**config.mk**
```make
export PLATFORM = sky130hd
export DESIGN_NAME = i2c_master_register_transfer_sequencer_flat
export DESIGN_NICKNAME = d
export VERILOG_FILES = /design/src/hdl/i2cseq_pkg.sv /design/src/hdl/i2cseq_if.sv /design/src/hdl/i2cseq_step.sv /design/src/hdl/i2c_master_register_transfer_sequencer.sv /design/src/flat_wrapper.sv
export VERILOG_INCLUDE_DIRS = /design/src /design/src/hdl
export SDC_FILE = /design/constraint.sdc
export NUM_CORES = 1
export LEC_CHECK = 0
export BUFFER_PORTS_ARGS = -buffer_cell sky130_fd_sc_hd__buf_4
export CAP_MARGIN = 20
export CORE_MARGIN = 2
export CORE_UTILIZATION = 50
export CTS_BUF_LIST = sky130_fd_sc_hd__clkbuf_8
export DETAILED_ROUTE_END_ITERATION = 10
export PLACE_DENSITY = 0.72
export REMOVE_ABC_BUFFERS = 1
export SYNTH_ARGS = -nofsm -noshare
export SYNTH_HDL_FRONTEND = slang
export SYNTH_SLANG_ARGS = --single-unit
```
**constraint.sdc**
```tcl
create_clock -name clk -period 10 [get_ports clk]
set_clock_uncertainty 0.1 [all_clocks]
set_input_delay 0.5 -clock clk [delete_from_list [all_inputs] [get_ports clk]]
set_output_delay 0.5 -clock clk [all_outputs]
set_load 0.01 [all_outputs]
```
**src/hdl/assert_macros.svh**
```systemverilog
// assertion macros shared by the sequencer rtl
// no dependencies; each macro expands to one labeled concurrent assertion
`ifndef ASSERT_MACROS_SVH
`define ASSERT_MACROS_SVH

// same-cycle implication, disabled while reset is asserted
`define ASSERT_IMPL(label, clk, rst_n, ante, cons, msg) \
	label: assert property (@(posedge clk) disable iff (!(rst_n)) (ante) |-> (cons)) \
		else $error(msg);

// next-cycle implication, disabled while reset is asserted
`define ASSERT_NEXT(label, clk, rst_n, ante, cons, msg) \
	label: assert property (@(posedge clk) disable iff (!(rst_n)) (ante) |=> (cons)) \
		else $error(msg);

`endif

```
**src/hdl/i2cseq_pkg.sv**
```systemverilog
// package for the i2c master register transfer sequencer
// status codes, flag masks, completion codes and the request/result payload types
package i2cseq_pkg;

	// counter width default
	localparam int COUNT_WIDTH_DEFAULT = 16;

	// command codes
	localparam logic CMD_START  = 1'b0;
	localparam logic CMD_STATUS = 1'b1;

	// controller status codes
	localparam logic [7:0] ST_BUS_ERROR  = 8'h00;
	localparam logic [7:0] ST_START_SENT = 8'h08;
	localparam logic [7:0] ST_RESTART    = 8'h10;
	localparam logic [7:0] ST_SLAW_ACK   = 8'h18;
	localparam logic [7:0] ST_DATA_ACK   = 8'h28;
	localparam logic [7:0] ST_ARB_LOST   = 8'h38;
	localparam logic [7:0] ST_SLAR_ACK   = 8'h40;
	localparam logic [7:0] ST_RDATA_ACK  = 8'h50;
	localparam logic [7:0] ST_RDATA_NACK = 8'h58;

	// address byte with the read bit cleared
	localparam logic [7:0] ADDR_WRITE_MASK = 8'hFE;

	// set flag masks
	localparam logic [2:0] SET_ACK   = 3'b001;
	localparam logic [2:0] SET_STOP  = 3'b010;
	localparam logic [2:0] SET_START = 3'b100;

	// clear flag masks
	localparam logic [2:0] CLR_ACK   = 3'b001;
	localparam logic [2:0] CLR_START = 3'b010;
	localparam logic [2:0] CLR_SI    = 3'b100;

	// completion codes
	localparam logic [1:0] DONE_BUSY  = 2'd0;
	localparam logic [1:0] DONE_READ  = 2'd1;
	localparam logic [1:0] DONE_WRITE = 2'd2;

	// one request
	typedef struct packed {
		logic        command;
		logic [7:0]  device_address;
		logic [7:0]  first_register;
		logic [15:0] transfer_length;
		logic [7:0]  status_code;
		logic [7:0]  received_byte;
		logic [7:0]  next_write_byte;
	} item_t;

	// one result
	typedef struct packed {
		logic        load_valid;
		logic [7:0]  load_byte;
		logic [2:0]  set_flags;
		logic [2:0]  clear_flags;
		logic        write_byte_taken;
		logic        read_valid;
		logic [7:0]  read_byte;
		logic [15:0] byte_index;
		logic [1:0]  completion;
		logic [7:0]  error_status;
	} result_t;

endpackage

```
**src/hdl/i2cseq_if.sv**
```systemverilog
// request and result channel interfaces of the sequencer
// valid/ready handshake; depends on nothing
interface i2cseq_req_if;
	logic        valid;
	logic        ready;
	logic        command;
	logic [7:0]  device_address;
	logic [7:0]  first_register;
	logic [15:0] transfer_length;
	logic [7:0]  status_code;
	logic [7:0]  received_byte;
	logic [7:0]  next_write_byte;

	modport source (
		output valid, command, device_address, first_register, transfer_length,
		output status_code, received_byte, next_write_byte,
		input  ready
	);
	modport sink (
		input  valid, command, device_address, first_register, transfer_length,
		input  status_code, received_byte, next_write_byte,
		output ready
	);
endinterface

interface i2cseq_rsp_if;
	logic        valid;
	logic        ready;
	logic        load_valid;
	logic [7:0]  load_byte;
	logic [2:0]  set_flags;
	logic [2:0]  clear_flags;
	logic        write_byte_taken;
	logic        read_valid;
	logic [7:0]  read_byte;
	logic [15:0] byte_index;
	logic [1:0]  completion;
	logic [7:0]  error_status;

	modport source (
		output valid, load_valid, load_byte, set_flags, clear_flags, write_byte_taken,
		output read_valid, read_byte, byte_index, completion, error_status,
		input  ready
	);
	modport sink (
		input  valid, load_valid, load_byte, set_flags, clear_flags, write_byte_taken,
		input  read_valid, read_byte, byte_index, completion, error_status,
		output ready
	);
endinterface

```
**src/hdl/i2cseq_step.sv**
```systemverilog
// per-event decode of the sequencer: result and next transfer state
// combinational; uses i2cseq_pkg types and codes
module i2cseq_step #(
	parameter int COUNT_WIDTH = i2cseq_pkg::COUNT_WIDTH_DEFAULT
) (
	input  i2cseq_pkg::item_t       item,
	input  logic [7:0]              addr,
	input  logic [7:0]              reg_idx,
	input  logic [COUNT_WIDTH-1:0]  remaining,
	input  logic [COUNT_WIDTH-1:0]  position,
	input  logic [7:0]              err,
	output i2cseq_pkg::result_t     res,
	output logic [7:0]              addr_d,
	output logic [7:0]              reg_idx_d,
	output logic [COUNT_WIDTH-1:0]  remaining_d,
	output logic [COUNT_WIDTH-1:0]  position_d,
	output logic [7:0]              err_d
);

	localparam logic [COUNT_WIDTH-1:0] CountOne  = COUNT_WIDTH'(1);
	localparam logic [COUNT_WIDTH-1:0] CountZero = '0;

	logic [31:0]            len_ext;
	logic [31:0]            pos_ext;
	logic [15:0]            index;
	logic [1:0]             finish;
	logic [COUNT_WIDTH-1:0] rem_sat_dec;
	logic [COUNT_WIDTH-1:0] pos_inc;

	// widened views so any counter width maps onto the 16-bit fields
	assign len_ext     = 32'(item.transfer_length);
	assign pos_ext     = 32'(position);
	assign index       = pos_ext[15:0];
	assign finish      = addr[0] ? i2cseq_pkg::DONE_READ : i2cseq_pkg::DONE_WRITE;
	assign pos_inc     = position + CountOne;
	assign rem_sat_dec = (remaining != CountZero) ? (remaining - CountOne) : remaining;

	// event decode
	always_comb begin
		res         = '0;
		addr_d      = addr;
		reg_idx_d   = reg_idx;
		remaining_d = remaining;
		position_d  = position;
		err_d       = err;
		if (item.command == i2cseq_pkg::CMD_START) begin
			addr_d        = item.device_address;
			reg_idx_d     = item.first_register;
			remaining_d   = len_ext[COUNT_WIDTH-1:0];
			position_d    = CountZero;
			err_d         = 8'h00;
			res.set_flags = i2cseq_pkg::SET_START;
		end else begin
			case (item.status_code)
				i2cseq_pkg::ST_START_SENT: begin
					res.load_valid  = 1'b1;
					res.load_byte   = addr & i2cseq_pkg::ADDR_WRITE_MASK;
					res.clear_flags = i2cseq_pkg::CLR_SI;
				end
				i2cseq_pkg::ST_RESTART: begin
					res.load_valid  = 1'b1;
					res.load_byte   = addr | 8'h01;
					res.clear_flags = i2cseq_pkg::CLR_SI;
				end
				i2cseq_pkg::ST_SLAW_ACK: begin
					if (remaining == CountZero) begin
						// probe only: stop right after the address ack
						res.clear_flags = i2cseq_pkg::CLR_START | i2cseq_pkg::CLR_SI;
						res.set_flags   = i2cseq_pkg::SET_STOP;
						res.completion  = finish;
					end else begin
						res.load_valid  = 1'b1;
						res.load_byte   = reg_idx;
						res.clear_flags = i2cseq_pkg::CLR_START | i2cseq_pkg::CLR_SI;
					end
				end
				i2cseq_pkg::ST_DATA_ACK: begin
					if (addr[0]) begin
						// register sent, repeated start for the read phase
						res.set_flags   = i2cseq_pkg::SET_START;
						res.clear_flags = i2cseq_pkg::CLR_SI;
					end else if (remaining == CountZero) begin
						res.clear_flags = i2cseq_pkg::CLR_START | i2cseq_pkg::CLR_SI;
						res.set_flags   = i2cseq_pkg::SET_STOP;
						res.completion  = finish;
					end else begin
						res.load_valid       = 1'b1;
						res.load_byte        = item.next_write_byte;
						res.write_byte_taken = 1'b1;
						res.byte_index       = index;
						res.clear_flags      = i2cseq_pkg::CLR_SI;
						position_d           = pos_inc;
						remaining_d          = remaining - CountOne;
					end
				end
				i2cseq_pkg::ST_SLAR_ACK: begin
					res.clear_flags = i2cseq_pkg::CLR_START | i2cseq_pkg::CLR_SI;
					if (remaining <= CountOne) begin
						res.clear_flags = res.clear_flags | i2cseq_pkg::CLR_ACK;
					end else begin
						res.set_flags = i2cseq_pkg::SET_ACK;
					end
				end
				i2cseq_pkg::ST_RDATA_ACK: begin
					res.read_valid  = 1'b1;
					res.read_byte   = item.received_byte;
					res.byte_index  = index;
					res.clear_flags = i2cseq_pkg::CLR_SI;
					position_d      = pos_inc;
					remaining_d     = rem_sat_dec;
					// nack the byte that will be the last one
					if (rem_sat_dec == CountOne) begin
						res.clear_flags = res.clear_flags | i2cseq_pkg::CLR_ACK;
					end else begin
						res.set_flags = i2cseq_pkg::SET_ACK;
					end
				end
				i2cseq_pkg::ST_RDATA_NACK: begin
					res.read_valid  = 1'b1;
					res.read_byte   = item.received_byte;
					res.byte_index  = index;
					res.clear_flags = i2cseq_pkg::CLR_START | i2cseq_pkg::CLR_SI;
					res.set_flags   = i2cseq_pkg::SET_STOP;
					res.completion  = finish;
				end
				i2cseq_pkg::ST_ARB_LOST: begin
					// bus is lost: no stop, no flag actions
					err_d          = item.status_code;
					res.completion = finish;
				end
				default: begin
					// bus error and unexpected codes end with stop
					err_d           = item.status_code;
					res.clear_flags = i2cseq_pkg::CLR_START | i2cseq_pkg::CLR_SI;
					res.set_flags   = i2cseq_pkg::SET_STOP;
					res.completion  = finish;
				end
			endcase
			res.error_status = err_d;
		end
	end

endmodule

```
**src/hdl/i2c_master_register_transfer_sequencer.sv**
```systemverilog
// i2c master register transfer sequencer: request register, then result register;
// throughput one request per cycle while rsp.ready keeps the result register draining,
// with a single decode pass between the two registers and the state update.
// a result waiting in the output register blocks the next accept once stage one is full.
// arst_n clears valid flags and transfer state (address, register, counts, error) to zero.
`include "assert_macros.svh"

module i2c_master_register_transfer_sequencer #(
	parameter int COUNT_WIDTH = i2cseq_pkg::COUNT_WIDTH_DEFAULT
) (
	input logic          clk,
	input logic          arst_n,
	i2cseq_req_if.sink   req,
	i2cseq_rsp_if.source rsp
);

	i2cseq_pkg::item_t      item_s1;
	logic                   valid_s1;
	i2cseq_pkg::result_t    res_q;
	logic                   rsp_valid_q;
	i2cseq_pkg::result_t    res_d;

	logic [7:0]             addr_q;
	logic [7:0]             reg_idx_q;
	logic [COUNT_WIDTH-1:0] remaining_q;
	logic [COUNT_WIDTH-1:0] position_q;
	logic [7:0]             err_q;
	logic [7:0]             addr_d;
	logic [7:0]             reg_idx_d;
	logic [COUNT_WIDTH-1:0] remaining_d;
	logic [COUNT_WIDTH-1:0] position_d;
	logic [7:0]             err_d;

	logic                   advance;
	logic                   req_fire;

	// stage one moves into the result register when that slot is free or draining
	assign advance   = valid_s1 && (!rsp_valid_q || rsp.ready);
	assign req.ready = !valid_s1 || advance;
	assign req_fire  = req.valid && req.ready;

	// request register
	always_ff @(posedge clk or negedge arst_n) begin
		if (!arst_n) begin
			valid_s1 <= 1'b0;
		end else if (req.ready) begin
			valid_s1 <= req.valid;
		end
	end

	always_ff @(posedge clk) begin
		if (req_fire) begin
			item_s1.command         <= req.command;
			item_s1.device_address  <= req.device_address;
			item_s1.first_register  <= req.first_register;
			item_s1.transfer_length <= req.transfer_length;
			item_s1.status_code     <= req.status_code;
			item_s1.received_byte   <= req.received_byte;
			item_s1.next_write_byte <= req.next_write_byte;
		end
	end

	// decode of the staged request against the transfer state
	i2cseq_step #(
		.COUNT_WIDTH (COUNT_WIDTH)
	) u_step (
		.item        (item_s1),
		.addr        (addr_q),
		.reg_idx     (reg_idx_q),
		.remaining   (remaining_q),
		.position    (position_q),
		.err         (err_q),
		.res         (res_d),
		.addr_d      (addr_d),
		.reg_idx_d   (reg_idx_d),
		.remaining_d (remaining_d),
		.position_d  (position_d),
		.err_d       (err_d)
	);

	// transfer state, updated as each request leaves stage one
	always_ff @(posedge clk or negedge arst_n) begin
		if (!arst_n) begin
			addr_q      <= '0;
			reg_idx_q   <= '0;
			remaining_q <= '0;
			position_q  <= '0;
			err_q       <= '0;
		end else if (advance) begin
			addr_q      <= addr_d;
			reg_idx_q   <= reg_idx_d;
			remaining_q <= remaining_d;
			position_q  <= position_d;
			err_q       <= err_d;
		end
	end

	// result register
	always_ff @(posedge clk or negedge arst_n) begin
		if (!arst_n) begin
			rsp_valid_q <= 1'b0;
		end else if (advance) begin
			rsp_valid_q <= 1'b1;
		end else if (rsp.ready) begin
			rsp_valid_q <= 1'b0;
		end
	end

	always_ff @(posedge clk) begin
		if (advance) begin
			res_q <= res_d;
		end
	end

	// result channel
	assign rsp.valid            = rsp_valid_q;
	assign rsp.load_valid       = res_q.load_valid;
	assign rsp.load_byte        = res_q.load_byte;
	assign rsp.set_flags        = res_q.set_flags;
	assign rsp.clear_flags      = res_q.clear_flags;
	assign rsp.write_byte_taken = res_q.write_byte_taken;
	assign rsp.read_valid       = res_q.read_valid;
	assign rsp.read_byte        = res_q.read_byte;
	assign rsp.byte_index       = res_q.byte_index;
	assign rsp.completion       = res_q.completion;
	assign rsp.error_status     = res_q.error_status;

	// checks
	`ASSERT_NEXT(a_s1_held, clk, arst_n, valid_s1 && !advance, valid_s1, "staged request lost")
	`ASSERT_IMPL(a_taken_loads, clk, arst_n, rsp_valid_q && res_q.write_byte_taken, res_q.load_valid, "write byte taken without load")
	`ASSERT_IMPL(a_rd_wr_excl, clk, arst_n, rsp_valid_q && res_q.read_valid, !res_q.write_byte_taken, "read and write in one result")
	`ASSERT_IMPL(a_done_code, clk, arst_n, rsp_valid_q, res_q.completion != 2'd3, "bad completion code")
	`ASSERT_NEXT(a_start_clears, clk, arst_n, advance && item_s1.command == i2cseq_pkg::CMD_START, err_q == 8'h00 && position_q == '0, "start did not clear state")

endmodule
```
**src/flat_wrapper.sv**
```systemverilog
// flat-port wrapper written by rule: the top's interface ports become plain ports
module i2c_master_register_transfer_sequencer_flat 
#(
	parameter int COUNT_WIDTH = i2cseq_pkg::COUNT_WIDTH_DEFAULT
)
  (clk, arst_n, req_valid, req_command, req_device_address, req_first_register, req_transfer_length, req_status_code, req_received_byte, req_next_write_byte, req_ready, rsp_valid, rsp_load_valid, rsp_load_byte, rsp_set_flags, rsp_clear_flags, rsp_write_byte_taken, rsp_read_valid, rsp_read_byte, rsp_byte_index, rsp_completion, rsp_error_status, rsp_ready);
  i2cseq_req_if req_i ();
  i2cseq_rsp_if rsp_i ();
  input logic clk;
  input logic arst_n;
  input wire logic [$bits(req_i.valid)-1:0] req_valid;
  input wire logic [$bits(req_i.command)-1:0] req_command;
  input wire logic [$bits(req_i.device_address)-1:0] req_device_address;
  input wire logic [$bits(req_i.first_register)-1:0] req_first_register;
  input wire logic [$bits(req_i.transfer_length)-1:0] req_transfer_length;
  input wire logic [$bits(req_i.status_code)-1:0] req_status_code;
  input wire logic [$bits(req_i.received_byte)-1:0] req_received_byte;
  input wire logic [$bits(req_i.next_write_byte)-1:0] req_next_write_byte;
  output wire logic [$bits(req_i.ready)-1:0] req_ready;
  output wire logic [$bits(rsp_i.valid)-1:0] rsp_valid;
  output wire logic [$bits(rsp_i.load_valid)-1:0] rsp_load_valid;
  output wire logic [$bits(rsp_i.load_byte)-1:0] rsp_load_byte;
  output wire logic [$bits(rsp_i.set_flags)-1:0] rsp_set_flags;
  output wire logic [$bits(rsp_i.clear_flags)-1:0] rsp_clear_flags;
  output wire logic [$bits(rsp_i.write_byte_taken)-1:0] rsp_write_byte_taken;
  output wire logic [$bits(rsp_i.read_valid)-1:0] rsp_read_valid;
  output wire logic [$bits(rsp_i.read_byte)-1:0] rsp_read_byte;
  output wire logic [$bits(rsp_i.byte_index)-1:0] rsp_byte_index;
  output wire logic [$bits(rsp_i.completion)-1:0] rsp_completion;
  output wire logic [$bits(rsp_i.error_status)-1:0] rsp_error_status;
  input wire logic [$bits(rsp_i.ready)-1:0] rsp_ready;
  assign req_i.valid = req_valid;
  assign req_i.command = req_command;
  assign req_i.device_address = req_device_address;
  assign req_i.first_register = req_first_register;
  assign req_i.transfer_length = req_transfer_length;
  assign req_i.status_code = req_status_code;
  assign req_i.received_byte = req_received_byte;
  assign req_i.next_write_byte = req_next_write_byte;
  assign req_ready = req_i.ready;
  assign rsp_valid = rsp_i.valid;
  assign rsp_load_valid = rsp_i.load_valid;
  assign rsp_load_byte = rsp_i.load_byte;
  assign rsp_set_flags = rsp_i.set_flags;
  assign rsp_clear_flags = rsp_i.clear_flags;
  assign rsp_write_byte_taken = rsp_i.write_byte_taken;
  assign rsp_read_valid = rsp_i.read_valid;
  assign rsp_read_byte = rsp_i.read_byte;
  assign rsp_byte_index = rsp_i.byte_index;
  assign rsp_completion = rsp_i.completion;
  assign rsp_error_status = rsp_i.error_status;
  assign rsp_i.ready = rsp_ready;
  i2c_master_register_transfer_sequencer #(.COUNT_WIDTH(COUNT_WIDTH)) u_core (.clk(clk), .arst_n(arst_n), .req(req_i), .rsp(rsp_i));
endmodule
```
==> results.cfg <==
[floorplanning]
die_x_um = 124
dieArea_um2 = 15400
coreArea_um2 = 14000
boundaryPins = 114
start_util_pct = 51.5
fp-row-count = 43
die_h_um = 124

[yosys]
synth_top_family_by_area = simple AND/OR/NAND/NOR gates
synth-seq-area-share_pct = 65.1
synth_mux_area_share_pct = 0.729
yosys_warnings = 0
synth_seq_cells = 166
synth_cell_types = 62
avgSynthCellArea_um2 = 12.0
synthXorXnorAreaFrac_pct = 0.972
netlist_area_um2 = 7210
yosys.area_share.simple_pct = 16.9
async_reset_ff_share_pct = 34.9
netlist_instances = 601
yosys.area_share.adder_pct = 0.868
synth_flop_cell = edfxtp_1
synth_edf_count = 108
synth_compound_area_share_pct = 12.5

[drt]
routedWlPerCell_um = 17.0
vias = 5056
avgViaCountPerCell = 5.61
dr.pass1.iters = 5
ant_nets = 0
drt_iter0_drc = 422
totalWireLength_um = 15400
drc = 0

[outcome]
outcome = finished, final reports clean

[power_and_ir_drop]
p_leak_uw = 0.00340
switching_share_pct = 28.8
p_per_area_nw_per_um2 = 180
clkPwrFrac_pct = 30.8
ir_drop_mv = 0.121
total_power_uw = 1540
p_int_uw = 1100
p_switching_uw = 444
p_seq_share_pct = 54.8
combPwrFrac_pct = 14.5

[finish]
fillers = 1109
layout_common_cells = buf_4, edfxtp_1, nand2_1
final_common_cell = buf_4
finish.utilization_pct = 61.4
layout-drive-gt1-share_pct = 23.5
diodes = 0
nets = 775
area_delta_synth_final_pct = 19.1

[run]
maxCapViolCount = 0

[clock_tree]
post-cts-setup-buffers = 0
cts_made_buffers = 17
clkLatencyLatePin_ns = 0.46
clock_path_buffers = 2
cts_htree_levels = 4
ctsHoldBuffers = 0
cts_num_sinks = 166
cts_tree = built
post_cts_resized = 0
cts_root_buffer = clkbuf_8
cts.reportedPaths.clkPinSlew_ns = 0.09

[critical_path]
worstReg2RegEnd = u_core.remaining_q[2]$_DFFE_PN0P_
r2r_start = u_core.rsp.valid$_DFFE_PN0P_
cp_top_family = simple AND/OR/NAND/NOR gates
crit_end = u_core.remaining_q[2]$_DFFE_PN0P_
cp_common_cell = nand2_1
crit_type = reg2reg
crit_arrival_ns = 3.58
critPathRequiredTime_ns = 10.25
worstPathMaxFanout = 47
path_buf_inv = 2
cp_num_cells = 7
endpoint_kind = flip-flop
worstPathCellList = nand2b_1 > nand2_1 > inv_2 > buf_4 > nand2_1 > o31a_4 > a221o_1
reg2reg_slack_ns = 6.67
start_kind = flip-flop
startpoint = u_core.rsp.valid$_DFFE_PN0P_
max_stage_delay_ns = 0.58
slowest_stage = nand2_1
r2r_cells = 7

[sta]
rsz0062_at_grt = no
tightest_slew_ns = 0.968
fin_setup_tns_ns = 0
timing.fmax_mhz = 300
period_minus_slack_ns = 3.33
final-setup-viol-count = 0
drv_slew = 0
finalCritPeriodShare_pct = 33.3
slew_headroom_pct = 35.1
hold_viol = 0
setup_ws_ns = 6.67

[hold_path]
worst_hold_path_type = in2async

[grt]
grt_pass1_vias = 4999
grt_max_degree = 59
overflow = 0
grt_pass1_wl_um = 24800
track_usage_pct = 21.3
antenna_found_initial = 0

[placed_design]
dp_hpwl_um = 10400
gp_congestion = 0.874
dpl_worst_slack_ns = 6.46
portBuffers = 113
[worst min-delay path by stage]
stage | start | to | depth (start not counted)
global placement | u_core.item_s1[40]$_DFFE_PP_ | u_core.reg_idx_q[0]$_DFFE_PN0P_ | 2
global route | arst_n | u_core.addr_q[5]$_DFFE_PN0P_ | 1
detailed placement | u_core.item_s1[45]$_DFFE_PP_ | u_core.reg_idx_q[5]$_DFFE_PN0P_ | 2
floorplan | arst_n | async pin | 0
finish | arst_n | u_core.rsp.valid$_DFFE_PN0P_ | 1
CTS | arst_n | u_core.valid_s1$_DFFE_PN0N_ | 1
[worst reg2reg max path, cell delays in order (launching register included)]
cell and delay, ns:
dfrtp_1 0.41, nand2b_1 0.10, nand2_1 0.30, inv_2 0.39, buf_4 0.56, nand2_1 0.59
o31a_4 0.38, a221o_1 0.37
[synthesized netlist by cell type, drive strengths merged (10+ instances only)]
master / instances / share of area, %
a21oi: 40 / 2.8
a22oi: 13 / 1.4
a31oi: 10 / 0.87
and2: 29 / 2.5
clkbuf: 20 / 1.0
dfrtp: 58 / 20
edfxtp: 108 / 45
inv: 19 / 0.99
nand2: 84 / 4.4
nor2: 35 / 1.8
nor2b: 13 / 1.1
nor3: 16 / 1.3
o21ai: 27 / 2.0
o22ai: 10 / 0.87
[per-stage QoR]
| step | hold WS [ns] | instance area (um^2) | instances |
|---|---|---|---|
| 2_1_floorplan | 0.104 | 7080 | 572 |
| 3_3_place_gp | 0.320 | 8190 | 870 |
| 3_5_place_dp | 0.321 | 8190 | 870 |
| 4_1_cts | 0.0211 | 8580 | 902 |
| 5_1_grt | 0.0581 | 8580 | 902 |
| 6_report | 0.0137 | 8580 | 902 |
[final cells by class]
type | instances | area (um^2) | share of cell area (%)
Clock inverter | 15 | 160 | 1.87
Multi-Input combinational cell | 387 | 2310 | 26.9
Sequential cell | 166 | 4690 | 54.7
Timing Repair Buffer | 118 | 886 | 10.3
Inverter | 19 | 71.3 | 0.831
Tap cell | 180 | 225 | 2.62
Clock buffer | 17 | 234 | 2.73
[cell families (layout without fill, tap and decap cells)]
logic type | after synthesis | count (layout)
xor gates and xnor gates | 8 | 8
and+or+nand+nor | 232 | 232
adders and majority gates | 5 | 5
DFF | 166 | 166
muxes | 5 | 5
buffers and inverters | 48 | 169
AOI/OAI and AO/OA | 137 | 137
[registers in the layout, summed over array words and instances (netlist names), 15 cells and up, named ones only]
signal                 count
u_core.rsp.byte_index     16
u_core.remaining_q        15
u_core.item_s1            57
u_core.position_q         16
[metal layers]
metal / global-route usage, % / vias to the layer above / share of wire (%)
li1: - / 2432 / -
met2: 35.9 / 169 / 50
met3: 5.13 / 26 / 5.5
met5: 0 / - / 0
met4: 7.65 / 0 / 2.0
met1: 26.7 / 2429 / 42
[power by group through the flow]
stage	sequential, uW	combinational, uW	clock (uW)
floorplan	857	130	0
global placement	857	220	0
detailed placement	859	224	0
CTS	845	225	488
global route	853	251	518
finish	846	224	475
(Power assumes the default switching activity.)
